--- config.mk ---
export PLATFORM = sky130hd
export DESIGN_NAME = dma_scatter_gather_segment_builder
export DESIGN_NICKNAME = d
export VERILOG_FILES = /design/src/rtl/dsg_pkg.sv /design/src/rtl/dsg_piece_unit.sv /design/src/rtl/dsg_out_reg.sv /design/src/rtl/dsg_seq.sv /design/src/rtl/dma_scatter_gather_segment_builder.sv
export VERILOG_INCLUDE_DIRS = /design/src /design/src/rtl
export SDC_FILE = /design/constraint.sdc
export NUM_CORES = 1
export LEC_CHECK = 0
export BUFFER_PORTS_ARGS = -buffer_cell sky130_fd_sc_hd__buf_2
export CAP_MARGIN = 10
export CORE_ASPECT_RATIO = 1.2
export CORE_MARGIN = 3
export CORE_UTILIZATION = 45
export DETAILED_ROUTE_END_ITERATION = 10
export GPL_TIMING_DRIVEN = 0
export PLACE_DENSITY_LB_ADDON = 0.1
export SETUP_SLACK_MARGIN = 0.02
export SLEW_MARGIN = 40
export SYNTH_ARGS = -nofsm -noshare
export SYNTH_HDL_FRONTEND = slang
export SYNTH_SLANG_ARGS = --single-unit
--- constraint.sdc ---
create_clock -name clk_i -period 18.8 [get_ports clk_i]
set_input_delay 4.7 -clock clk_i [delete_from_list [all_inputs] [get_ports clk_i]]
set_output_delay 4.7 -clock clk_i [all_outputs]
set_load 0.01 [all_outputs]
--- src/rtl/assert_macros.svh ---
// Assertion macros for the segment builder RTL.
`ifndef ASSERT_MACROS_SVH
`define ASSERT_MACROS_SVH

// Check a property on every clock edge while out of reset.
`define DSG_ASSERT(label, prop, msg) \
  label: assert property (@(posedge clk_i) disable iff (!rst_ni) (prop)) \
    else $error(msg);

// Check a property that must also hold during reset.
`define DSG_ASSERT_ALWAYS(label, prop, msg) \
  label: assert property (@(posedge clk_i) (prop)) else $error(msg);

`endif

--- src/rtl/dsg_pkg.sv ---
// Shared types and constants of the scatter/gather segment builder.
`timescale 1ns / 1ps
`default_nettype none

package dsg_pkg;

  localparam int unsigned PAGE_BYTES    = 8192;
  localparam int unsigned PAGE_BITS     = 13;
  localparam int unsigned ADDR_BITS     = 48;
  localparam int unsigned LEN_W         = 14;
  localparam int unsigned SEG_LEN_W     = 32;
  localparam int unsigned IDX_W         = 12;
  localparam int unsigned MAXSEG_W      = 13;
  localparam int unsigned BSHIFT_W      = 6;
  localparam int unsigned CFG_IDX_W     = 2;
  localparam int unsigned CFG_DATA_W    = 32;
  localparam int unsigned CNT_W         = 5;
  localparam int unsigned MAX_STEP_SEGS = 16;
  localparam int unsigned MIN_BSHIFT    = 9;
  localparam int unsigned MAX_SEGS_CAP  = 4096;

  // Register indexes of the configuration port
  localparam logic [CFG_IDX_W-1:0] REG_BOUNDARY_SHIFT = 2'd0;
  localparam logic [CFG_IDX_W-1:0] REG_MAX_SEG_LEN    = 2'd1;
  localparam logic [CFG_IDX_W-1:0] REG_MAX_SEGMENTS   = 2'd2;

  // Result status codes
  localparam logic STATUS_OK   = 1'b0;
  localparam logic STATUS_FAIL = 1'b1;

  typedef struct packed {
    logic [ADDR_BITS-1:0] phys_addr;
    logic [LEN_W-1:0]     frag_len;
    logic                 first;
    logic                 end_of_load;
  } in_item_t;

  typedef struct packed {
    logic [ADDR_BITS-1:0] seg_addr;
    logic [SEG_LEN_W-1:0] seg_len;
    logic [IDX_W-1:0]     seg_index;
    logic                 last;
    logic                 status;
  } out_item_t;

  typedef struct packed {
    logic [BSHIFT_W-1:0]  boundary_shift;
    logic [SEG_LEN_W-1:0] max_seg_len;
    logic [MAXSEG_W-1:0]  max_segments;
  } cfg_t;

  // Outcome of one pass through the shared piece unit
  typedef struct packed {
    logic [LEN_W-1:0]     piece;
    logic [ADDR_BITS-1:0] next_addr;
    logic [LEN_W-1:0]     rem_next;
    logic                 merge;
  } piece_res_t;

endpackage

`default_nettype wire

--- src/rtl/dsg_piece_unit.sv ---
// Shared piece unit: boundary cut, next address and merge check for one piece.
`timescale 1ns / 1ps
`default_nettype none

module dsg_piece_unit (
  input  wire dsg_pkg::cfg_t                  cfg_i,
  input  wire logic [dsg_pkg::ADDR_BITS-1:0]  cur_addr_i,
  input  wire logic [dsg_pkg::LEN_W-1:0]      rem_len_i,
  input  wire logic [dsg_pkg::ADDR_BITS-1:0]  open_addr_i,
  input  wire logic [dsg_pkg::SEG_LEN_W-1:0]  open_len_i,
  input  wire logic [dsg_pkg::ADDR_BITS-1:0]  next_exp_i,
  output dsg_pkg::piece_res_t                 res_o
);

  logic [dsg_pkg::BSHIFT_W-1:0]  b_eff;
  logic                          bnd;
  logic [dsg_pkg::ADDR_BITS-1:0] low_mask;
  logic [dsg_pkg::ADDR_BITS-1:0] to_b;
  logic [dsg_pkg::LEN_W-1:0]     piece;
  logic [dsg_pkg::SEG_LEN_W:0]   len_sum;
  logic                          same_win;

  // Derive the effective boundary window
  always_comb begin
    b_eff = cfg_i.boundary_shift;
    if ((cfg_i.boundary_shift != '0) &&
        (cfg_i.boundary_shift < dsg_pkg::BSHIFT_W'(dsg_pkg::MIN_BSHIFT))) begin
      b_eff = dsg_pkg::BSHIFT_W'(dsg_pkg::MIN_BSHIFT);
    end
    bnd = (b_eff != '0) && (b_eff < dsg_pkg::BSHIFT_W'(dsg_pkg::ADDR_BITS));
    low_mask = bnd ? ((dsg_pkg::ADDR_BITS'(1) << b_eff) - dsg_pkg::ADDR_BITS'(1))
                   : '1;
  end

  // Cut the piece at the next boundary
  always_comb begin
    to_b  = (~cur_addr_i & low_mask) + dsg_pkg::ADDR_BITS'(1);
    piece = rem_len_i;
    if (bnd && (to_b < dsg_pkg::ADDR_BITS'(rem_len_i))) begin
      piece = to_b[dsg_pkg::LEN_W-1:0];
    end
  end

  // Check contiguity, length and window for a merge
  always_comb begin
    len_sum  = {1'b0, open_len_i} + (dsg_pkg::SEG_LEN_W + 1)'(piece);
    same_win = !bnd || (((open_addr_i ^ cur_addr_i) & ~low_mask) == '0);
    res_o.piece     = piece;
    res_o.next_addr = cur_addr_i + dsg_pkg::ADDR_BITS'(piece);
    res_o.rem_next  = rem_len_i - piece;
    res_o.merge     = (cur_addr_i == next_exp_i) &&
                      (len_sum <= {1'b0, cfg_i.max_seg_len}) && same_win;
  end

endmodule

`default_nettype wire

--- src/rtl/dsg_out_reg.sv ---
// Output register: holds one result until the consumer takes it.
`timescale 1ns / 1ps
`default_nettype none

module dsg_out_reg (
  input  wire logic               clk_i,
  input  wire logic               rst_ni,
  input  wire logic               push_i,
  input  wire dsg_pkg::out_item_t push_data_i,
  output logic                    space_o,
  output logic                    out_valid_o,
  input  wire logic               out_stall_i,
  output dsg_pkg::out_item_t      out_data_o
);

  logic               valid_q;
  dsg_pkg::out_item_t data_q;

  assign space_o     = !valid_q || !out_stall_i;
  assign out_valid_o = valid_q;
  assign out_data_o  = data_q;

  // Track occupancy
  always_ff @(posedge clk_i or negedge rst_ni) begin
    if (!rst_ni) begin
      valid_q <= 1'b0;
    end else if (push_i && space_o) begin
      valid_q <= 1'b1;
    end else if (!out_stall_i) begin
      valid_q <= 1'b0;
    end
  end

  // Load the payload
  always_ff @(posedge clk_i) begin
    if (push_i && space_o) begin
      data_q <= push_data_i;
    end
  end

endmodule

`default_nettype wire

--- src/rtl/dsg_seq.sv ---
// Sequencer: walks one fragment piece by piece and keeps the open segment.
`timescale 1ns / 1ps
`default_nettype none
`include "assert_macros.svh"

module dsg_seq (
  input  wire logic               clk_i,
  input  wire logic               rst_ni,
  input  wire dsg_pkg::cfg_t      cfg_i,
  input  wire logic               in_valid_i,
  input  wire dsg_pkg::in_item_t  in_data_i,
  output logic                    in_stall_o,
  input  wire logic               space_i,
  output logic                    push_o,
  output dsg_pkg::out_item_t      push_data_o
);

  localparam logic [1:0] S_IDLE  = 2'd0;
  localparam logic [1:0] S_PIECE = 2'd1;
  localparam logic [1:0] S_EOL   = 2'd2;

  logic [1:0]                     state_q, state_d;
  logic [dsg_pkg::ADDR_BITS-1:0]  cur_addr_q, cur_addr_d;
  logic [dsg_pkg::LEN_W-1:0]      rem_len_q, rem_len_d;
  logic                           eol_q, eol_d;
  logic [dsg_pkg::CNT_W-1:0]      n_q, n_d;
  logic [dsg_pkg::ADDR_BITS-1:0]  open_addr_q, open_addr_d;
  logic [dsg_pkg::SEG_LEN_W-1:0]  open_len_q, open_len_d;
  logic [dsg_pkg::ADDR_BITS-1:0]  next_exp_q, next_exp_d;
  logic [dsg_pkg::IDX_W-1:0]      index_q, index_d;
  logic                           failed_q, failed_d;
  logic                           open_q, open_d;

  dsg_pkg::piece_res_t            pr;
  logic [dsg_pkg::LEN_W-1:0]      room;
  logic [dsg_pkg::LEN_W-1:0]      clamp_len;
  logic [dsg_pkg::MAXSEG_W-1:0]   lim;
  logic                           too_many;
  logic                           restart;

  dsg_piece_unit u_piece (
    .cfg_i       (cfg_i),
    .cur_addr_i  (cur_addr_q),
    .rem_len_i   (rem_len_q),
    .open_addr_i (open_addr_q),
    .open_len_i  (open_len_q),
    .next_exp_i  (next_exp_q),
    .res_o       (pr)
  );

  assign in_stall_o = (state_q != S_IDLE);

  // Clamp the fragment at its page end, check the segment limits, detect a restart
  always_comb begin
    room = dsg_pkg::LEN_W'(dsg_pkg::PAGE_BYTES) -
           dsg_pkg::LEN_W'(in_data_i.phys_addr[dsg_pkg::PAGE_BITS-1:0]);
    clamp_len = (in_data_i.frag_len > room) ? room : in_data_i.frag_len;
    lim = (cfg_i.max_segments > dsg_pkg::MAXSEG_W'(dsg_pkg::MAX_SEGS_CAP))
          ? dsg_pkg::MAXSEG_W'(dsg_pkg::MAX_SEGS_CAP) : cfg_i.max_segments;
    too_many = ((dsg_pkg::MAXSEG_W'(index_q) + dsg_pkg::MAXSEG_W'(1)) >= lim) ||
               (n_q >= dsg_pkg::CNT_W'(dsg_pkg::MAX_STEP_SEGS));
    restart = in_data_i.first || (!failed_q && !open_q);
  end

  // Sequence pieces, emit segments
  always_comb begin
    state_d     = state_q;
    cur_addr_d  = cur_addr_q;
    rem_len_d   = rem_len_q;
    eol_d       = eol_q;
    n_d         = n_q;
    open_addr_d = open_addr_q;
    open_len_d  = open_len_q;
    next_exp_d  = next_exp_q;
    index_d     = index_q;
    failed_d    = failed_q;
    open_d      = open_q;
    push_o      = 1'b0;
    push_data_o = '{seg_addr: open_addr_q, seg_len: open_len_q, seg_index: index_q,
                    last: 1'b0, status: dsg_pkg::STATUS_OK};

    case (state_q)
      S_IDLE: begin
        if (in_valid_i) begin
          if (restart) begin
            index_d     = '0;
            failed_d    = 1'b0;
            open_d      = 1'b0;
            open_addr_d = '0;
            open_len_d  = '0;
          end
          // A failed load drops fragments until the next first
          if (restart || !failed_q) begin
            cur_addr_d = in_data_i.phys_addr;
            rem_len_d  = clamp_len;
            eol_d      = in_data_i.end_of_load;
            n_d        = '0;
            if (clamp_len != '0) begin
              state_d = S_PIECE;
            end else if (in_data_i.end_of_load) begin
              state_d = S_EOL;
            end
          end
        end
      end

      S_PIECE: begin
        if (!open_q || pr.merge || space_i) begin
          if (!open_q) begin
            open_addr_d = cur_addr_q;
            open_len_d  = dsg_pkg::SEG_LEN_W'(pr.piece);
            open_d      = 1'b1;
          end else if (pr.merge) begin
            open_len_d  = open_len_q + dsg_pkg::SEG_LEN_W'(pr.piece);
          end else begin
            push_o = 1'b1;
            if (too_many) begin
              push_data_o = '{seg_addr: '0, seg_len: '0, seg_index: index_q,
                              last: 1'b1, status: dsg_pkg::STATUS_FAIL};
            end else begin
              index_d     = index_q + dsg_pkg::IDX_W'(1);
              n_d         = n_q + dsg_pkg::CNT_W'(1);
              open_addr_d = cur_addr_q;
              open_len_d  = dsg_pkg::SEG_LEN_W'(pr.piece);
            end
          end

          if (open_q && !pr.merge && too_many) begin
            // Fail the load and drop the open segment
            failed_d    = 1'b1;
            open_d      = 1'b0;
            open_addr_d = '0;
            open_len_d  = '0;
            state_d     = S_IDLE;
          end else begin
            cur_addr_d = pr.next_addr;
            next_exp_d = pr.next_addr;
            rem_len_d  = pr.rem_next;
            if (pr.rem_next == '0) begin
              state_d = eol_q ? S_EOL : S_IDLE;
            end
          end
        end
      end

      S_EOL: begin
        if (space_i) begin
          push_o = 1'b1;
          push_data_o = '{seg_addr: open_q ? open_addr_q : '0,
                          seg_len: open_q ? open_len_q : '0,
                          seg_index: index_q, last: 1'b1,
                          status: dsg_pkg::STATUS_OK};
          open_d      = 1'b0;
          index_d     = '0;
          open_addr_d = '0;
          open_len_d  = '0;
          state_d     = S_IDLE;
        end
      end

      default: begin
        state_d = S_IDLE;
      end
    endcase
  end

  // Hold sequencer and segment state
  always_ff @(posedge clk_i or negedge rst_ni) begin
    if (!rst_ni) begin
      state_q     <= S_IDLE;
      cur_addr_q  <= '0;
      rem_len_q   <= '0;
      eol_q       <= 1'b0;
      n_q         <= '0;
      open_addr_q <= '0;
      open_len_q  <= '0;
      next_exp_q  <= '0;
      index_q     <= '0;
      failed_q    <= 1'b0;
      open_q      <= 1'b0;
    end else begin
      state_q     <= state_d;
      cur_addr_q  <= cur_addr_d;
      rem_len_q   <= rem_len_d;
      eol_q       <= eol_d;
      n_q         <= n_d;
      open_addr_q <= open_addr_d;
      open_len_q  <= open_len_d;
      next_exp_q  <= next_exp_d;
      index_q     <= index_d;
      failed_q    <= failed_d;
      open_q      <= open_d;
    end
  end

  `DSG_ASSERT(a_piece_has_bytes, (state_q == S_PIECE) |-> (rem_len_q != '0), "piece state with no bytes left")
  `DSG_ASSERT(a_fail_closes, (push_o && (push_data_o.status == dsg_pkg::STATUS_FAIL)) |=> (failed_q && !open_q && (state_q == S_IDLE)), "failure did not close the load")
  `DSG_ASSERT(a_eol_resets, ((state_q == S_EOL) && space_i) |=> ((index_q == '0) && !open_q && (state_q == S_IDLE)), "end of load left state behind")
  `DSG_ASSERT_ALWAYS(a_fail_is_last, (push_o && (push_data_o.status == dsg_pkg::STATUS_FAIL)) |-> push_data_o.last, "failure result without last")

endmodule

`default_nettype wire

--- src/rtl/dma_scatter_gather_segment_builder.sv ---
// A fragment is taken while the sequencer is idle and cut into boundary pieces
// (1 to 16), one per cycle while no finished segment waits on a stalled output
// register; an end-of-load result follows the last piece. Each result shows in
// the output register the cycle after it is formed. A new fragment is held off
// until the last is done; all share one piece unit. Reset (rst_ni low, async)
// empties the output, closes any segment and restores defaults 0, 2^32-1, 4096.
`timescale 1ns / 1ps
`default_nettype none

module dma_scatter_gather_segment_builder (
  input  wire logic                            clk_i,
  input  wire logic                            rst_ni,
  input  wire logic                            cfg_we_i,
  input  wire logic [dsg_pkg::CFG_IDX_W-1:0]   cfg_idx_i,
  input  wire logic [dsg_pkg::CFG_DATA_W-1:0]  cfg_wdata_i,
  input  wire logic                            in_valid_i,
  input  wire dsg_pkg::in_item_t               in_data_i,
  output logic                                 in_stall_o,
  output logic                                 out_valid_o,
  input  wire logic                            out_stall_i,
  output dsg_pkg::out_item_t                   out_data_o
);

  dsg_pkg::cfg_t      cfg_q;
  logic               push;
  logic               space;
  dsg_pkg::out_item_t push_data;

  // Write configuration registers
  always_ff @(posedge clk_i or negedge rst_ni) begin
    if (!rst_ni) begin
      cfg_q.boundary_shift <= '0;
      cfg_q.max_seg_len    <= '1;
      cfg_q.max_segments   <= dsg_pkg::MAXSEG_W'(dsg_pkg::MAX_SEGS_CAP);
    end else if (cfg_we_i) begin
      case (cfg_idx_i)
        dsg_pkg::REG_BOUNDARY_SHIFT: begin
          cfg_q.boundary_shift <= cfg_wdata_i[dsg_pkg::BSHIFT_W-1:0];
        end
        dsg_pkg::REG_MAX_SEG_LEN: begin
          cfg_q.max_seg_len <= cfg_wdata_i[dsg_pkg::SEG_LEN_W-1:0];
        end
        dsg_pkg::REG_MAX_SEGMENTS: begin
          cfg_q.max_segments <= cfg_wdata_i[dsg_pkg::MAXSEG_W-1:0];
        end
        default: begin
        end
      endcase
    end
  end

  dsg_seq u_seq (
    .clk_i       (clk_i),
    .rst_ni      (rst_ni),
    .cfg_i       (cfg_q),
    .in_valid_i  (in_valid_i),
    .in_data_i   (in_data_i),
    .in_stall_o  (in_stall_o),
    .space_i     (space),
    .push_o      (push),
    .push_data_o (push_data)
  );

  dsg_out_reg u_out (
    .clk_i       (clk_i),
    .rst_ni      (rst_ni),
    .push_i      (push),
    .push_data_i (push_data),
    .space_o     (space),
    .out_valid_o (out_valid_o),
    .out_stall_i (out_stall_i),
    .out_data_o  (out_data_o)
  );

endmodule

`default_nettype wire

Word-level counts from Yosys, hierarchy flattened

Index checks and enable logic that the tools add are counted.

Bits of input ports: 103
Bits in registers: 358
Output and inout port bits: 96
Word-level logic and storage cells: 193

Mux-type cells: 82
Bitwise operators: 6
Shift operators: 1
Equal/unequal tests: 21
Reductions and logical operators: 45
Add/sub/neg operators: 10
$lt $le $gt $ge: 8

Operator list:

| cell                                                                  | number |
|---|---|
| 48-bit 2-to-1 mux                                                     | 14 |
| 94-bit 2-to-1 mux                                                     | 5 |
| 32-bit 2-to-1 mux                                                     | 9 |
| 94-bit case mux with 2 select lines                                   | 1 |
| 48-bit case mux with 3 select lines                                   | 1 |
| 48-bit bitwise AND                                                    | 2 |
| 48-bit NOT                                                            | 2 |
| 32-bit case mux with 3 select lines                                   | 1 |
| 48-bit case mux with 2 select lines                                   | 1 |
| 12-bit 2-to-1 mux                                                     | 7 |
| 14-bit 2-to-1 mux                                                     | 6 |
| 48-bit by 1-bit adder with 48-bit output (second input constant)      | 1 |
| 48-bit by 14-bit adder with 48-bit output                             | 1 |
| 48-bit equality test                                                  | 1 |
| 48-bit zero test                                                      | 1 |
| 48-bit by 14-bit less-than comparator with 1-bit output               | 1 |
| 1-bit by 6-bit left shift with 48-bit output (first input constant)   | 1 |
| 48-bit by 1-bit subtractor with 48-bit output (second input constant) | 1 |
| 48-bit bitwise XOR                                                    | 1 |
| 12-bit case mux with 3 select lines                                   | 1 |
| 32-bit by 14-bit adder with 33-bit output                             | 1 |
| 33-bit by 32-bit less-or-equal comparator with 1-bit output           | 1 |
| 32-bit by 14-bit adder with 32-bit output                             | 1 |
| 5-bit 2-to-1 mux                                                      | 6 |
| other kinds (44)                                                      | 106 |

Logic depth before layout (Yosys ltp)

Gate-level depths: netlist (run 1).

Depth after elaboration: 21
Mapped depth: 53
Depth with buffers taken out: 45

Cells and area by module

Synthesis (run 1) repeated with hierarchy kept, for this count alone.

Cell total of the unflattened synthesis: 2647
Area, all modules: 24917.6 µm²

Modules (own cells, without submodules):

| module                             | area an instance (µm²) | times used | sequential area each (µm²) | cells each |
|---|---|---|---|---|
| dsg_seq                            | 11905.2                | 1          | 5305.1                     | 1249 |
| dsg_piece_unit                     | 8150.3                 | 1          | 0.0                        | 1191 |
| dsg_out_reg                        | 2870.3                 | 1          | 2847.7                     | 98 |
| dma_scatter_gather_segment_builder | 1991.9                 | 1          | 1317.5                     | 109 |

Worst setup path after synthesis (run 1)

No wires, ideal clock.

Path kind: reg2reg
From: reg cfg_q[45] (netlist name)
To: reg u_out.data_q (netlist bit u_out.out_data_o[0]) (enable)
Stages on the path, launching flop included: 48
Data required time: 18.253 ns
Path buffers: 7
Path slack: 4.970 ns
Setup time: 0.547 ns
Period minus slack after synthesis: 13.830 ns
Arrival: 13.282 ns
Path through: dfrtp_1 buf_6 nor4_2 buf_2 nand2_1 clkbuf_1 ha_1 clkbuf_1 clkbuf_1 nor3_1 nand3_1 a31oi_1 and3_1 xor2_1 ha_1 a211oi_1 o221a_2 o211ai_1 [12 not listed] a211o_1 a211oi_1 a21oi_1 nand3_1 nor2_1 nand3_1 xnor2_1 ha_1 and4_1 a211oi_1 a211oi_1 o211ai_1 a21oi_1 a2111oi_0 o31a_1 a21oi_1 a21oi_1 nor2_1

Word-level cells in the longest chain between the ends: 20
Elaborated cells between the ends (all ways): 31
Classes of those cells: add/sub (3); order compare (4); shift (1); mux (7); bitwise (3); reduce/logical (13)

Ends and longest elaborated chain:

| what                                                                                               | line                                       | RTL |
|---|---|---|
| from (decl)                                                                                        | dma_scatter_gather_segment_builder.sv:24   | `dsg_pkg::cfg_t cfg_q;` |
| 6-bit by 4-bit less-than comparator with 1-bit output / 6-bit nonzero test (equally long branches) | dsg_piece_unit.sv:27, dsg_piece_unit.sv:26 |  |
| 1-bit logical AND                                                                                  | dsg_piece_unit.sv:26                       | `if ((cfg_i.boundary_shift != '0) &&` |
| 6-bit 2-to-1 mux *                                                                                 | dsg_piece_unit.sv:26                       |  |
| 1-bit by 6-bit left shift with 48-bit output, or another cell as far along                         | dsg_piece_unit.sv:31                       | `low_mask = bnd ? ((dsg_pkg::ADDR_BITS'(1) << b_eff) - dsg_pkg::ADDR_BITS'(1))` |
| 48-bit by 1-bit subtractor with 48-bit output / 1-bit logical AND (equally long branches)          | dsg_piece_unit.sv:31, dsg_piece_unit.sv:30 |  |
| 48-bit 2-to-1 mux                                                                                  | dsg_piece_unit.sv:31                       |  |
| 48-bit bitwise AND                                                                                 | dsg_piece_unit.sv:37                       | `to_b = (~cur_addr_i & low_mask) + dsg_pkg::ADDR_BITS'(1);` |
| 48-bit by 1-bit adder with 48-bit output                                                           | dsg_piece_unit.sv:37                       |  |
| [4 not listed]                                                                                     | n/a                                        |  |
| 33-bit by 32-bit less-or-equal comparator with 1-bit output                                        | dsg_piece_unit.sv:52                       | `(len_sum <= {1'b0, cfg_i.max_seg_len}) && same_win;` |
| 1-bit logical AND                                                                                  | dsg_piece_unit.sv:51                       | `res_o.merge = (cur_addr_i == next_exp_i) &&` |
| 1-bit logical AND *                                                                                | dsg_piece_unit.sv:52                       |  |
| 1-bit 2-to-1 mux / 1-bit logical OR (equally long branches)                                        | dsg_seq.sv:113, dsg_seq.sv:108             |  |
| 1-bit 2-to-1 mux / 1-bit logical OR (equally long branches)                                        | dsg_seq.sv:109, dsg_seq.sv:108             |  |
| 1-bit 2-to-1 mux *                                                                                 | dsg_seq.sv:108                             | `if (!open_q \|\| pr.merge \|\| space_i) begin` |
| 1-bit case mux with 2 select lines *                                                               | dsg_seq.sv:82                              | `case (state_q)` |
| 1-bit logical AND *                                                                                | dsg_out_reg.sv:36                          | `if (push_i && space_o) begin` |
| to (signal assigned)                                                                               | dsg_out_reg.sv:37                          | `data_q <= push_data_i;` |
| to (decl)                                                                                          | dsg_out_reg.sv:17                          | `dsg_pkg::out_item_t data_q;` |

Mark *: on every way between the ends. The rest lies on a longest branch, timed or not.
A chain may end at the register's enable or synchronous reset.

Worst setup path in the final report (run 1)

From: reg cfg_q[46] (netlist name)
To: reg u_seq.open_addr_q[0] (netlist name)

Word-level cells in the longest chain between the ends: 21
Elaborated cells between the ends (all ways): 36
Classes of those cells: add/sub (3); order compare (4); eq/ne (3); shift (1); mux (6); bitwise (3); reduce/logical (16)

Ends and longest elaborated chain:

| what                                                                                               | line                                       | RTL |
|---|---|---|
| 6-bit by 4-bit less-than comparator with 1-bit output / 6-bit nonzero test (equally long branches) | dsg_piece_unit.sv:27, dsg_piece_unit.sv:26 |  |
| 1-bit logical AND                                                                                  | dsg_piece_unit.sv:26                       |  |
| 6-bit 2-to-1 mux *                                                                                 | dsg_piece_unit.sv:26                       |  |
| 1-bit by 6-bit left shift with 48-bit output, or another cell as far along                         | dsg_piece_unit.sv:31                       |  |
| 48-bit by 1-bit subtractor with 48-bit output / 1-bit logical AND (equally long branches)          | dsg_piece_unit.sv:31, dsg_piece_unit.sv:30 |  |
| 48-bit 2-to-1 mux                                                                                  | dsg_piece_unit.sv:31                       |  |
| 48-bit bitwise AND                                                                                 | dsg_piece_unit.sv:37                       |  |
| 48-bit by 1-bit adder with 48-bit output                                                           | dsg_piece_unit.sv:37                       |  |
| [4 not listed]                                                                                     | n/a                                        |  |
| 33-bit by 32-bit less-or-equal comparator with 1-bit output                                        | dsg_piece_unit.sv:52                       |  |
| 1-bit logical AND                                                                                  | dsg_piece_unit.sv:51                       |  |
| 1-bit logical AND *                                                                                | dsg_piece_unit.sv:52                       |  |
| 1-bit zero test                                                                                    | dsg_seq.sv:128                             | `if (open_q && !pr.merge && too_many) begin` |
| 1-bit logical AND (2 in series)                                                                    | dsg_seq.sv:128                             |  |
| 48-bit 2-to-1 mux                                                                                  | dsg_seq.sv:128                             |  |
| 48-bit 2-to-1 mux                                                                                  | dsg_seq.sv:108                             |  |
| 48-bit case mux with 3 select lines                                                                | dsg_seq.sv:82                              |  |
| to (signal assigned)                                                                               | dsg_seq.sv:187                             | `open_addr_q <= open_addr_d;` |
| to (decl)                                                                                          | dsg_seq.sv:27                              | `logic [dsg_pkg::ADDR_BITS-1:0] open_addr_q, open_addr_d;` |

Mark *: on every way between the ends. The rest lies on a longest branch, timed or not. The select of a mux whose other input is x is not followed.

==> results of run 1 <==
## cell type report
type                    instances  area share
plain buffers                 166      0.0245
clock buffers                  63      0.0450
clock inverters                15     0.00544
inverters                     123      0.0167
multi-input cells            2018       0.489
flip-flops and latches        358       0.343
well taps                     705      0.0319
repair buffers                210      0.0445
## cell usage in the layout (no fill, tap or decap), types with 11 or more instances in the layout
| cell | n |
|---|---|
| sky130_fd_sc_hd__o21a_1 | 24 |
| sky130_fd_sc_hd__nor4_1 | 31 |
| sky130_fd_sc_hd__buf_2 | 212 |
| sky130_fd_sc_hd__nor2_1 | 147 |
| sky130_fd_sc_hd__xnor2_1 | 111 |
| sky130_fd_sc_hd__nor3_1 | 51 |
| sky130_fd_sc_hd__edfxtp_1 | 94 |
| sky130_fd_sc_hd__nand3_1 | 77 |
| sky130_fd_sc_hd__mux2i_1 | 52 |
| sky130_fd_sc_hd__and4_1 | 12 |
| sky130_fd_sc_hd__inv_1 | 123 |
| sky130_fd_sc_hd__a211oi_1 | 22 |
| sky130_fd_sc_hd__o22ai_1 | 34 |
| sky130_fd_sc_hd__a22oi_1 | 12 |
| sky130_fd_sc_hd__a21o_1 | 30 |
| sky130_fd_sc_hd__and2_1 | 12 |
| sky130_fd_sc_hd__a31oi_1 | 17 |
| sky130_fd_sc_hd__buf_1 | 13 |
| sky130_fd_sc_hd__ha_1 | 122 |
| sky130_fd_sc_hd__o21ai_0 | 168 |
| sky130_fd_sc_hd__nand2b_1 | 14 |
| sky130_fd_sc_hd__dfstp_2 | 33 |
| sky130_fd_sc_hd__o21ai_1 | 15 |
| sky130_fd_sc_hd__mux2_2 | 64 |
| sky130_fd_sc_hd__or3_1 | 19 |
| sky130_fd_sc_hd__o31ai_1 | 15 |
| sky130_fd_sc_hd__and3_1 | 35 |
| sky130_fd_sc_hd__nand2_1 | 311 |
| sky130_fd_sc_hd__dfrtp_1 | 231 |
| sky130_fd_sc_hd__nor2b_1 | 93 |
| sky130_fd_sc_hd__nand4_1 | 40 |
| sky130_fd_sc_hd__clkbuf_1 | 139 |
| sky130_fd_sc_hd__a2bb2oi_1 | 17 |
| sky130_fd_sc_hd__o211ai_1 | 17 |
| sky130_fd_sc_hd__clkbuf_16 | 44 |
| sky130_fd_sc_hd__a2111oi_0 | 11 |
| sky130_fd_sc_hd__a21oi_1 | 164 |
| sky130_fd_sc_hd__xor2_1 | 106 |
## flip-flops by register name, indices dropped and copies added (netlist names)
register,flops
u_seq.eol_q,1
u_seq.state_q,2
u_seq.next_exp_q,48
u_seq.index_q,12
u_seq.open_q,1
u_seq.open_addr_q,48
u_out.out_data_o,94
u_seq.open_len_q,32
u_seq.rem_len_q,14
u_seq.cur_addr_q,48
u_out.out_valid_o,1
u_seq.failed_q,1
u_seq.n_q,5
cfg_q,51
## cells in the mapped netlist (12+ instances only)
library cell	n
sky130_fd_sc_hd__nand4_1	40
sky130_fd_sc_hd__a22oi_1	12
sky130_fd_sc_hd__a2bb2oi_1	17
sky130_fd_sc_hd__a21oi_1	166
sky130_fd_sc_hd__o21ai_0	169
sky130_fd_sc_hd__nor4_1	33
sky130_fd_sc_hd__and4_1	12
sky130_fd_sc_hd__a2111oi_0	12
sky130_fd_sc_hd__o211ai_1	17
sky130_fd_sc_hd__nor2_1	150
sky130_fd_sc_hd__a31oi_1	18
sky130_fd_sc_hd__o21ai_1	14
sky130_fd_sc_hd__nor2b_1	93
sky130_fd_sc_hd__mux2_2	64
sky130_fd_sc_hd__o31ai_1	15
sky130_fd_sc_hd__ha_1	122
sky130_fd_sc_hd__and3_1	35
sky130_fd_sc_hd__xor2_1	106
sky130_fd_sc_hd__xnor2_1	111
sky130_fd_sc_hd__o21a_1	24
sky130_fd_sc_hd__buf_1	13
sky130_fd_sc_hd__dfrtp_1	231
sky130_fd_sc_hd__a21o_1	30
sky130_fd_sc_hd__mux2i_1	52
sky130_fd_sc_hd__nand2_1	311
sky130_fd_sc_hd__o22ai_1	34
sky130_fd_sc_hd__a211oi_1	22
sky130_fd_sc_hd__and2_1	12
sky130_fd_sc_hd__nand2b_1	14
sky130_fd_sc_hd__clkbuf_1	134
sky130_fd_sc_hd__dfstp_2	33
sky130_fd_sc_hd__edfxtp_1	94
sky130_fd_sc_hd__inv_1	123
sky130_fd_sc_hd__buf_2	15
sky130_fd_sc_hd__nand3_1	77
sky130_fd_sc_hd__nor3_1	52
sky130_fd_sc_hd__or3_1	19
## critical path: cells and delay by family, from the launching register on
kind,cells,cell delay [ns]
adder cells (fa/ha/maj),5,1.73
AO/OA/AOI/OAI,18,6.15
multiplexers,1,0.56
buffers and inverters,10,2.80
AND/OR/NAND/NOR,15,4.44
XOR/XNOR,2,0.77
flip-flops,1,0.37
## cell families (layout without fill, tap and decap cells)
logic type / Yosys count / in the layout / synth area share
simple gates: 900 / 900 / 0.185
compound gates: 657 / 657 / 0.175
flops: 358 / 358 / 0.394
buf+inv: 289 / 577 / 0.0470
xor+xnor: 217 / 217 / 0.0791
fa+ha+maj: 125 / 125 / 0.0661
mux: 118 / 118 / 0.0528
other cells: 1 / 1 / 0.000156
## per-stage QoR
step	area, sq um	std cells	setup WS, ns	TNS [ns]	power [mW]
6_report	27600	3658	1.80	0	4.92
5_1_grt	27600	3658	1.00	0	5.21
4_1_cts	27600	3658	2.12	0	4.90
3_5_place_dp	26200	3580	2.21	0	4.04
3_3_place_gp	25900	3566	-0.795	-71.46	3.98
2_1_floorplan	24000	2665	4.97	0	3.03
## power groups by stage
stage               Clock (mW)  Sequential (mW)  Combinational, mW
floorplan                    0             1.30               1.72
global placement             0             1.34               2.64
detailed placement           0             1.33               2.72
CTS                      0.851             1.31               2.73
global route             0.882             1.34               2.99
finish                   0.837             1.32               2.77
## path summary, 6_finish.rpt
check                             startpoint               endpoint  slack [ns]  cells past startpoint
max                                cfg_q[46]   u_seq.open_addr_q[0]        1.80                     51
min                        u_seq.index_q[10]   u_out.out_data_o[12]        0.48                      0
max reg2reg                        cfg_q[46]   u_seq.open_addr_q[0]        1.80                     51
min reg2reg                u_seq.index_q[10]   u_out.out_data_o[12]        0.48                      0
max in group asynchronous             rst_ni  u_seq.open_addr_q[33]       13.59                      4
min in group asynchronous             rst_ni      u_seq.index_q[10]        4.08                      2
## per-layer routing
layer	wire [um]	global-route usage	up-vias	share of wire
met2	44700	0.554	897	0.49
met5	0	0	-	0
met3	5400	0.0425	191	0.059
met4	5010	0.150	0	0.055
li1	-	-	10066	-
met1	36200	0.393	10774	0.40
==> results by stage, run 1 <==
Cells and area:
- The core occupancy in the finished layout is 0.525.
- The fraction of layout cells with a size suffix above 1 is 0.148.
- The number of antenna diodes in the final layout is 0.
- Relative to the synthesized area, the layout overhead comes to 15.0%.
- In the final layout, the multi-input gates occupy approximately 13000 sq um.
- The layout net count is about 3100.
- Across the whole layout, storage elements account for about 9500 sq um.
- After filler insertion, the fill cell instance count of the layout stands at 4990.

Pwr:
- For this design the static power due to leakage is around 12 nW.
- The switching power as a share of total power is 0.482.
- The worst vdd rail ir drop is roughly 0.10 mV.
- The power per standard cell area is 178 nW/um^2.
- The share of power burned in registers is 0.268.
- The relative contribution of the clock network to total power is 0.170.
- The internal cell power is approximately 2.5 mW.
- The share of total power in combinational logic is 0.562.
- For this design the total switching power over the nets is between 2 and 2.5 mW.

Synthesis:
- In the synthesized netlist the async set-or-reset flop fraction comes to 0.737.
- The fraction of synthesized cell area taken by the top area cell type is 0.241.
- The number of flops mapped to enable cells by yosys is between 90 and 100.
- The most used flip-flop cell after synthesis is sky130_fd_sc_hd__dfrtp_1.
- The sequential-to-total area share from yosys stat is 0.394.
- Synthesis produced a netlist whose cell count is roughly 2700.
- The post-synthesis average cell area is 9.01 sq um.
- Ranked by total cell area, the synthesized netlist is headed by sky130_fd_sc_hd__dfrtp_1 (24%), sky130_fd_sc_hd__edfxtp_1 (12%), sky130_fd_sc_hd__ha_1 (6.4%), sky130_fd_sc_hd__nand2_1 (4.9%), sky130_fd_sc_hd__xnor2_1 (4.0%).
- The number of nets in the synthesized netlist is 2893.
- The total number of yosys warnings is 0.
- The number of different library cells in the post-synthesis netlist is between 90 and 100.
- The flop and latch count out of synthesis is 358.
- The synthesized netlist occupies a cell area of ~24000 sq um.
- Of all cell types, the one taking the most synthesized area is sky130_fd_sc_hd__dfrtp_1.

Clocking:
- The clock latency reported for the late side of the worst-skew pair is between 0.5 and 0.6 ns.
- The longest clock path from root to sink contains 3 buffers.
- After clock tree synthesis, the flow added hold-fix buffers numbering 0.
- In this run the number of H-tree levels came out at 2.
- The clock drives 358 sinks.
- The clock root buffer master is sky130_fd_sc_hd__clkbuf_16.
- After clock tree synthesis, the repair step resized 0 gates.
- The CTS buffer count is 43.
- The CTS tree is done.
- The clock transition at the registers of the reported paths is approximately 0.060 ns.
- Buffers added to address setup during post-CTS repair amount to 0.

Routing:
- The total DRC errors in the routed layout is 0.
- The average detailed-routed wire length per instance is approximately 25 um.
- The count of nets left with antenna violations after detail routing is 0.
- The first detailed-routing pass took 5 iterations.
- The count of routing violations after the opening detailed-route iteration is 1990.
- The detail-routed via count per cell is 5.99.
- Summing over every cut layer, the via total after detailed routing is about 22000.
- The total wire length is 91.3 mm.

Placement:
- After legalization and detailed placement, the total HPWL measured 71.6 mm.
- The final weighted congestion of routability-driven global placement is approximately 1.
- The number of port buffers is just under 200.

STA:
- Timing would allow up to between 50 and 60 MHz.
- Setup repair after global routing left no endpoint under its margin.
- The final critical-path required period is ~17 ns.
- The worst pin sits at a relative slew slack of 0.387.
- In the finished design, the share of the clock period the worst path needs comes to 0.904.
- The number of endpoints failing setup at the final stage is 0.
- The worst-case hold slack is ~0.48 ns.
- The transition time at the pin with the least slew margin is approximately 0.92 ns.
- The number of pins exceeding their max-slew limit in the final report was 0.
- Clock skew on the completed layout was measured at approximately 0.023 ns.
- The number of hold violations in the final report was 0.

Die:
- From bottom edge to top edge, the die measures 259 um.
- The overall die width is 217 um.
- The number of primary I/O pins is approximately 200.
- The row count is between 90 and 100.
- The die covers ~56000 sq um.
- The total core area is 52600 sq um.
- The initial utilization of the core area, before any placement, comes to 0.457.

Global route:
- The number of antenna violations at the first check in global routing is 0.
- The global-route usage over all layers is 0.319.
- The largest net degree at the start of global routing is 69.
- The sum of overflow across all layers after global routing is 0.
- The number of global-route vias before repair is about 22000.
- The first global-routing pass estimated roughly 140 mm of wire.

Worst setup path:
- The critical path data required time is between 15 and 20 ns.
- The standard cell with the maximum stage delay on the critical path is sky130_fd_sc_hd__nor4_2.
- The critical path data arrival time is 17.44 ns.
- The top fanout value on the critical path is 10.
- The category of the critical setup timing path is reg -> reg.
- The critical path launch point type is a register.
- The worst setup path is captured at a register.
- The largest single stage delay on the critical path is 0.73 ns.

Flow run:
- The total of max-cap violations is 0.

Status:
- The flow ran to the end, and the final reports show no timing, DRC or antenna violations.

Worst hold path:
- The worst hold-check path type is reg -> reg.
No activity file was read; power rests on OpenSTA's default activity.
==> inputs of run 2 (changes only) <==
--- a/config.mk
+++ b/config.mk
@@ -6,6 +6,7 @@
 export SDC_FILE = /design/constraint.sdc
 export NUM_CORES = 1
 export LEC_CHECK = 0
+export ABC_AREA = 1
 export BUFFER_PORTS_ARGS = -buffer_cell sky130_fd_sc_hd__buf_2
 export CAP_MARGIN = 10
 export CORE_ASPECT_RATIO = 1.2
==> run 2 against run 1 <==
Compared with the run above:
- sequential share of layout area decreased by 0.47 points
- power decreased by 4.3%
- critical path type unchanged
- synthesized cell count increased by 25%
- cell count increased by 18%
- largest power group unchanged
==> results by stage, run 2 <==
Pwr:
- IR analysis of the VDD net gives a maximum drop of 0.0774 mV.
- The internal cell power is approximately 2.3 mW.
- Of the total power, the share spent switching nets is 0.506.
- The analysis attributes to net switching a power of ~2.4 mW.
- The share of power burned in registers is 0.268.
- The power per standard cell area is ~170 nW/um^2.
- Of the total power, the clock network draws 0.162.
- Summed over all cells, the static leakage comes to roughly 14 nW.
- The share of total power in combinational logic is 0.570.
- The power after layout is around 4.7 mW.

Die:
- The die covers slightly below 60000 sq um.
- In this run the vertical extent of the chip is approximately 260 um.
- During I/O placement, the number of pins put on the boundary was between 150 and 200.
- The overall die width is between 200 and 250 um.
- The total core area is ~54000 sq um.
- The starting density of the core is 0.457.
- Row generation in the floorplan step produced 93 rows.

Global route:
- The number of antenna violations at the first check in global routing is 3.
- The number of global-route vias before repair is about 23000.
- The first global-routing pass estimated around 130 mm of wire.
- The global-route usage over all layers is 0.303.
- The total overflow left after global routing is 0.
- The largest net degree at the start of global routing is 65.

Worst setup path:
- The standard cell with the maximum stage delay on the critical path is sky130_fd_sc_hd__dfrtp_1.
- The worst setup path is launched from a register.
- The category of the critical setup timing path is reg -> reg.
- The largest single stage delay on the critical path is roughly 0.59 ns.
- Along the worst path, the maximum fanout reaches 10.
- The critical path data arrival time is approximately 13 ns.
- The cell with the most instances on the worst path is sky130_fd_sc_hd__nand2_1.
- The critical path data required time is approximately 19 ns.
- The nature of the critical path endpoint is a register.

Clocking:
- Clock-pin slew was measured on the worst setup and hold paths at 0.06 ns.
- The clock latency reported for the late side of the worst-skew pair is ~0.6 ns.
- The clock tree synthesis step divided the H-tree into 2 levels.
- The number of sinks driven by the clock tree is between 300 and 400.
- The number of cells upsized or downsized after cts is 0.
- The deepest clock path buffer count is 3.
- Buffers added to address setup during post-CTS repair amount to 0.
- The cell sitting at the root of the clock tree is a sky130_fd_sc_hd__clkbuf_16.
- The CTS buffer count is 39.
- The CTS tree is done.
- In this run, post-CTS hold repair placed 0 buffers.

Synthesis:
- The number of different library cells in the post-synthesis netlist is 67.
- The Yosys step of the flow raised 0 warnings.
- The number of flops mapped to enable cells by yosys is between 90 and 100.
- In the synthesized netlist the async set-or-reset flop fraction comes to 0.737.
- The post-synthesis average cell area is 7.43 sq um.
- Synthesis handed over a netlist of ~3300 instances.
- Of the synthesized area, sequential elements account for 0.384.
- sky130_fd_sc_hd__nand2_1 is the most common cell in the netlist.
- The post-synthesis instance area is roughly 25000 sq um.
- The share of synthesized area in the top cell type comes to 0.234.
- After synthesis, the most frequently instantiated cells are sky130_fd_sc_hd__nand2_1 (733), sky130_fd_sc_hd__inv_1 (474), sky130_fd_sc_hd__nor2_1 (305).
- Of all cell types, the one taking the most synthesized area is sky130_fd_sc_hd__dfrtp_1.
- The most frequently used flop master after synthesis is sky130_fd_sc_hd__dfrtp_1.
- Yosys attributes the largest share of cell area to sky130_fd_sc_hd__dfrtp_1 (23%), sky130_fd_sc_hd__edfxtp_1 (11%), sky130_fd_sc_hd__nand2_1 (11%), sky130_fd_sc_hd__inv_1 (7.2%), sky130_fd_sc_hd__ha_1 (6.2%).
- The flop and latch count out of synthesis is roughly 360.
- The post-synthesis net count is 3549.

Placement:
- Summed over all nets, the half-perimeter wirelength after detailed placement is around 72 mm.
- The count of placed standard cells including taps is ~4200.
- Routability-driven placement finished with a final weighted congestion of between 0.9 and 1.
- The number of port buffers is about 200.
- The placed instances occupy a cell area of around 27000 sq um.

Routing:
- The total DRC errors in the routed layout is 0.
- In the final routed layout, each cell accounts on average for 20.6 um.
- The total number of vias is ~24000.
- The detail-routed via count per cell is ~5.5.
- The detailed router finished its first iteration with between 1500 and 2000 violations.
- The total wire length is 89.0 mm.
- The detailed-router iteration count before antenna repair is 5.
- The count of nets left with antenna violations after detail routing is 0.

Flow run:
- The total of max-cap violations is 0.

Cells and area:
- The most frequent standard cell in the layout excluding fill and tap cells is sky130_fd_sc_hd__nand2_1.
- The library cells used most frequently in the layout, excluding fill and tap cells, are sky130_fd_sc_hd__nand2_1 (732), sky130_fd_sc_hd__inv_1 (474), sky130_fd_sc_hd__nor2_1 (305).
- The filler cells instantiated in the layout total 5428.
- The finished cells cover approximately 28000 sq um.
- The relative area change from synthesis to final layout is 13.4%.
- Leaving out filler cells and counting taps, the final layout contains 4310.
- The fraction of layout cells with a size suffix above 1 is 0.129.
- The register with the most flip-flops in the layout has 94 of them.
- In the final design database the tool counted ~3800 nets.

STA:
- The headroom to the max-slew limit is 0.395.
- The number of pins exceeding their max-slew limit in the final report is 0.
- Dividing the final minimum period by the clock period gives 0.663.
- Setup repair after global routing left no endpoint under its margin.
- The transition time at the pin with the least slew margin is about 0.91 ns.
- For the final database, setup skew stands at 0.0461 ns.
- Timing would allow up to approximately 80 MHz.
- In the final timing run, aggregate negative setup slack is 0 ns.
- The final critical-path required period is 12.46 ns.
- The number of hold violations in the final report is 0.
- Setup violations remaining at the end of the flow were counted as 0.

Status:
- The run finished with clean final reports.

Worst hold path:
- The worst hold-check path type is reg -> reg.
## run 2: changes by cell type in the layout (fill, tap and decap cells not counted), sizes merged, moves of 74 or more
cell    delta
nor2     +190
nand3    +172
inv      +363
xnor2     -74
clkbuf    -76
nand2    +434
nor2b     -93
o21ai    +156
## run 2: path summary, 6_finish.rpt
| check | depth (start not counted) | slack [ns] | to | start |
|---|---|---|---|---|
| worst max-delay path | 61 | 6.34 | u_out.out_data_o[19] | cfg_q[50] |
| worst min-delay path | 0 | 0.48 | u_out.out_data_o[8] | u_seq.index_q[6] |
| worst max register to register | 61 | 6.34 | u_out.out_data_o[19] | cfg_q[50] |
| worst min register to register | 0 | 0.48 | u_out.out_data_o[8] | u_seq.index_q[6] |
| max in group asynchronous | 3 | 13.69 | cfg_q[26] | rst_ni |
| min in group asynchronous | 1 | 4.04 | u_seq.next_exp_q[29] | rst_ni |
## run 2: layer usage
metal	vias up	wire (um)	global-route usage
met1	11358	35200	0.359
met3	172	4010	0.0359
met5	-	24	0
li1	11354	-	-
met4	4	4750	0.144
met2	674	45000	0.543
## run 2: cells by family (layout without fill, tap and decap cells)
logic type,count (synthesis),after routing,share of synthesized area
buffers and inverters,611,887,0.0971
DFF,358,358,0.384
adders and majority gates,125,125,0.0643
and+or+nand+nor,1532,1532,0.280
AOI/OAI and AO/OA,535,535,0.119
xor gates and xnor gates,159,159,0.0564
other,1,2,0.000152
## run 2: through the flow
step | worst slack, ns | utilization | hold slack (ns)
2_1_floorplan | 8.51 | - | 0.447
3_3_place_gp | 4.39 | 0.492 | 0.463
3_5_place_dp | 6.63 | 0.496 | 0.468
4_1_cts | 6.53 | 0.518 | 0.482
5_1_grt | 5.34 | 0.518 | 0.496
6_report | 6.34 | 0.519 | 0.483
## run 2: area by class of cell
class | count | area (sq um) | area share
diodes | 1 | 2.50 | 0.0000894
plain buffers | 116 | 541 | 0.0193
clock buffers | 54 | 1120 | 0.0401
clock inverters | 18 | 114 | 0.00407
inverters | 495 | 1860 | 0.0665
multi-input cells | 2352 | 12800 | 0.459
flip-flops and latches | 358 | 9470 | 0.338
well taps | 712 | 891 | 0.0318
repair buffers | 204 | 1150 | 0.0411
## run 2: power by group through the flow
stage	combinational, mW	clock (mW)	sequential (mW)
after CTS	2.67	0.775	1.26
after global routing	2.96	0.806	1.29
final	2.68	0.762	1.26
after detailed placement	2.65	0	1.27
after floorplan	1.74	0	1.26
after global placement	2.59	0	1.28
## run 2: critical path, delay by kind of cell, from the launching register on
| kind | cells | cell delay (ns) |
|---|---|---|
| compound gates | 9 | 2.07 |
| xor+xnor | 2 | 0.48 |
| fa+ha+maj | 5 | 1.50 |
| buf+inv | 8 | 1.49 |
| flops | 1 | 0.59 |
| simple gates | 37 | 6.02 |
==> inputs of run 3 (changes only) <==
--- a/config.mk
+++ b/config.mk
@@ -6,7 +6,7 @@
 export SDC_FILE = /design/constraint.sdc
 export NUM_CORES = 1
 export LEC_CHECK = 0
-export ABC_AREA = 1
+export ABC_AREA = 0
 export BUFFER_PORTS_ARGS = -buffer_cell sky130_fd_sc_hd__buf_2
 export CAP_MARGIN = 10
 export CORE_ASPECT_RATIO = 1.2
==> constraint.sdc (replaced) <==
create_clock -name clk_i -period 10.69 [get_ports clk_i]
set_input_delay 2.6725 -clock clk_i [delete_from_list [all_inputs] [get_ports clk_i]]
set_output_delay 2.6725 -clock clk_i [all_outputs]
set_load 0.01 [all_outputs]
==> run 3 against run 2 <==
Compared with the run above:
- power grew 120%
- register-to-register slack worse by 6.4 ns
- critical path depth shrank 18
- fmax increased by 16%
- first-iteration DRC count down 2.9%
- setup slack got worse by 6.4 ns
- largest power group unchanged
- utilization rose by 8.0 points
- sequential share of layout area is 3.7 points lower
- clock skew is 0.0084 ns lower
- the flow now finishes with violations (setup timing)
- combinational power is 130% higher
- die area decreased by 2.6%
- non-clock buffer count up 162
==> results by stage, run 3 (synthesis gave the netlist of run 1 again) <==
Worst setup path:
- The category of the critical setup timing path is reg -> reg.
- In this run the register-to-register setup slack is -0.03 ns.
- On the worst path, the slowest cell contributes a delay of approximately 0.58 ns.
- The standard cell with the maximum stage delay on the critical path is sky130_fd_sc_hd__or4_1.
- The worst reg-to-reg path cell count is 43.
- The critical path data arrival time is 11.08 ns.
- The top fanout value on the critical path is 10.
- The nature of the critical path endpoint is a register.
- The cell with the most instances on the worst path is sky130_fd_sc_hd__a21oi_4.
- The worst setup path is launched from a register.
- The critical path data required time is between 10 and 15 ns.

Global route:
- The sum of overflow across all layers after global routing is 0.
- The global-route usage over all layers is 0.327.
- Entering global routing, the biggest net connects 64 pins.
- The number of global-route vias before repair is around 22000.
- The first global-routing pass estimated between 100 and 150 mm of wire.
- The number of antenna violations at the first check in global routing is 3.

Pwr:
- The switching power as a share of total power is 0.465.
- The worst vdd rail ir drop is 0.164 mV.
- In this run the power spent charging and discharging nets is roughly 4.7 mW.
- The power per standard cell area is about 320 nW/um^2.
- The analysis attributes to cell leakage a power of approximately 13 nW.
- The share of total power dissipated in combinational logic is 0.615.
- The share of power burned in registers is 0.231.
- The internal portion of the total power is about 5.5 mW.
- The relative contribution of the clock network to total power is 0.154.

Clocking:
- The CTS tree is done.
- The tree built by TritonCTS fans out to about 360 sinks.
- No sink is reached through more buffers than the 3 on the longest clock path.
- The root buffer cell chosen for the clock tree is sky130_fd_sc_hd__clkbuf_16.
- The clock reaches the later pin of the worst-skew pair after approximately 0.60 ns.
- The CTS buffer count is a little over 40.
- The post-cts hold buffer count is 0.
- The clock transition at the registers of the reported paths is 0.06 ns.
- The depth of the CTS H-tree is 2.

STA:
- The maximum clock frequency is slightly above 90 MHz.
- The number of endpoints failing setup at the final stage is 11.
- The number of hold violations in the final report was 0.
- Setup repair after global routing could not meet its margin everywhere.
- The worst pin sits at a relative slew slack of 0.356.
- Clock skew on the completed layout was measured at 0.0378 ns.
- Final hold analysis gives a worst-case slack of around 0.46 ns.
- The routed design could run at a clock period as short as around 11 ns.
- At the pin with the least slew margin, the transition time is 0.964 ns.
- Across all setup checks in the final design, the least slack found is -0.0263 ns.
- The number of pins exceeding their max-slew limit in the final report is 0.
- The final period utilization is 1.00.

Die:
- The floorplan has a little over 90 rows.
- The floorplan step set the die height to about 260 um.
- Measured along the x axis, the die boundary spans ~220 um.
- The floorplan step defined a die boundary enclosing approximately 56000 sq um.
- The number of primary I/O pins is a little under 200.
- The total core area is roughly 53000 sq um.
- For this configuration, the core starts out at a cell density of 0.457.

Cells and area:
- The flip-flop count of the largest register, all copies and words added is 94.
- Registers take roughly 9500 sq um.
- From synthesis to final layout, the design area changed by 31.1%.
- The multi-input combinational cells in the finished layout cover a total of about 15000 sq um.
- The count of placed standard cells in the final layout, fillers left out is between 3000 and 4000.
- The post-route cell area is 31500 sq um.
- The core occupancy in the finished layout is 0.599.
- Of the cells placed in the final design, the portion with a size suffix greater than 1 is 0.285.
- Counting the fill cells in the layout gives around 4600.
- The most frequent standard cell in the layout excluding fill and tap cells is sky130_fd_sc_hd__nand2_1.
- The layout net count is about 3300.
- The library cells used most frequently in the layout, excluding fill and tap cells, are sky130_fd_sc_hd__nand2_1 (299), sky130_fd_sc_hd__dfrtp_1 (226), sky130_fd_sc_hd__buf_2 (213).

Placement:
- The final weighted congestion of routability-driven global placement is about 1.
- During placement, the flow inserted port buffers numbering between 150 and 200.
- The placed instances occupy a cell area of ~26000 sq um.
- After legalization and detailed placement, the total HPWL measured approximately 72 mm.
- The count of placed standard cells including taps is ~3600.
- The setup slack after placement is -5.03 ns.

Routing:
- The detailed-router iteration count before antenna repair is 5.
- Dividing the detail-routed wire length by the instance count gives 25.8 um.
- The detailed router finished its first iteration with between 1500 and 2000 violations.
- After detailed routing, the number of remaining DRC violations is 0.
- The detailed router placed between 20000 and 25000 vias in this run.
- After detailed routing, the number of vias per cell comes to roughly 6.1.
- The count of nets left with antenna violations after detail routing is 0.
- The total wire length is around 97 mm.

Worst hold path:
- The worst hold-check path type is reg -> reg.
- The worst hold path was traced through 0 stages.

Status:
- The final reports fail on setup timing.
- The flow ran to the end, but the final reports show violations.

Flow run:
- Max-cap violations in this run came to 0.
==> run 3: changes by cell type in the layout (fill, tap and decap cells not counted), moves of 68 or more <==
cell,previous run,this run
sky130_fd_sc_hd__nand2_1,732,299
sky130_fd_sc_hd__buf_4,10,81
sky130_fd_sc_hd__xnor2_1,37,105
sky130_fd_sc_hd__nor2_1,305,109
sky130_fd_sc_hd__nand3_1,225,68
sky130_fd_sc_hd__inv_1,474,117
sky130_fd_sc_hd__o21ai_0,278,146
==> run 3: metal layers <==
metal  track usage  part of all wire
met1         0.389              0.38
met2         0.572              0.49
met3        0.0533             0.061
met4         0.170             0.063
met5             0           0.00014
==> run 3: layout make-up <==
cell class	count	area share
antenna	1	0.0000795
buffer	156	0.0355
clock buffer	50	0.0362
clock inverter	26	0.0110
inverter	123	0.0147
multi-input combinational	2018	0.489
sequential	358	0.301
tap	705	0.0280
timing repair buffer	326	0.0848
==> run 3: power by group through the flow <==
stage	Sequential (mW)	Combinational [mW]	Clock, mW
2_1_floorplan	2.27	3.04	0
3_3_place_gp	2.33	4.64	0
3_5_place_dp	2.33	4.76	0
4_1_cts	2.32	5.32	1.59
5_1_grt	2.40	6.66	1.65
6_report	2.35	6.28	1.57
==> run 3: worst max-delay path: cells and delay by family, from the launching register on <==
kind                     cells  cell delay, ns
multiplexers                 1            0.20
buffers and inverters        9            1.40
flip-flops                   1            0.50
AO/OA/AOI/OAI               18            4.58
adder cells (fa/ha/maj)      3            0.82
XOR/XNOR                     1            0.25
AND/OR/NAND/NOR             11            2.65
==> run 3: final timing paths <==
path | from | to
worst max-delay path | cfg_q[50] | u_out.out_data_o[76]
worst min-delay path | u_seq.index_q[10] | u_out.out_data_o[12]
worst max register to register | cfg_q[50] | u_out.out_data_o[76]
worst min register to register | u_seq.index_q[10] | u_out.out_data_o[12]
max in group asynchronous | rst_ni | cfg_q[17]
min in group asynchronous | rst_ni | u_seq.rem_len_q[4]
==> run 3: timing repair <==
action / CTS / global route
buffers inserted: 65 / 31
gates resized for setup: 273 / 389
pin swaps: 48 / 59
endpoints found under the setup margin: 388 / 387
gates cloned: 5 / 19
==> run 3: stage by stage <==
| step | total power [mW] | TNS (ns) |
|---|---|---|
| after floorplan | 5.32 | 0 |
| after global placement | 6.96 | -2294.83 |
| after detailed placement | 7.09 | -1604.37 |
| after CTS | 9.23 | -1.00 |
| after global routing | 10.7 | -57.42 |
| final | 10.2 | -0.225 |
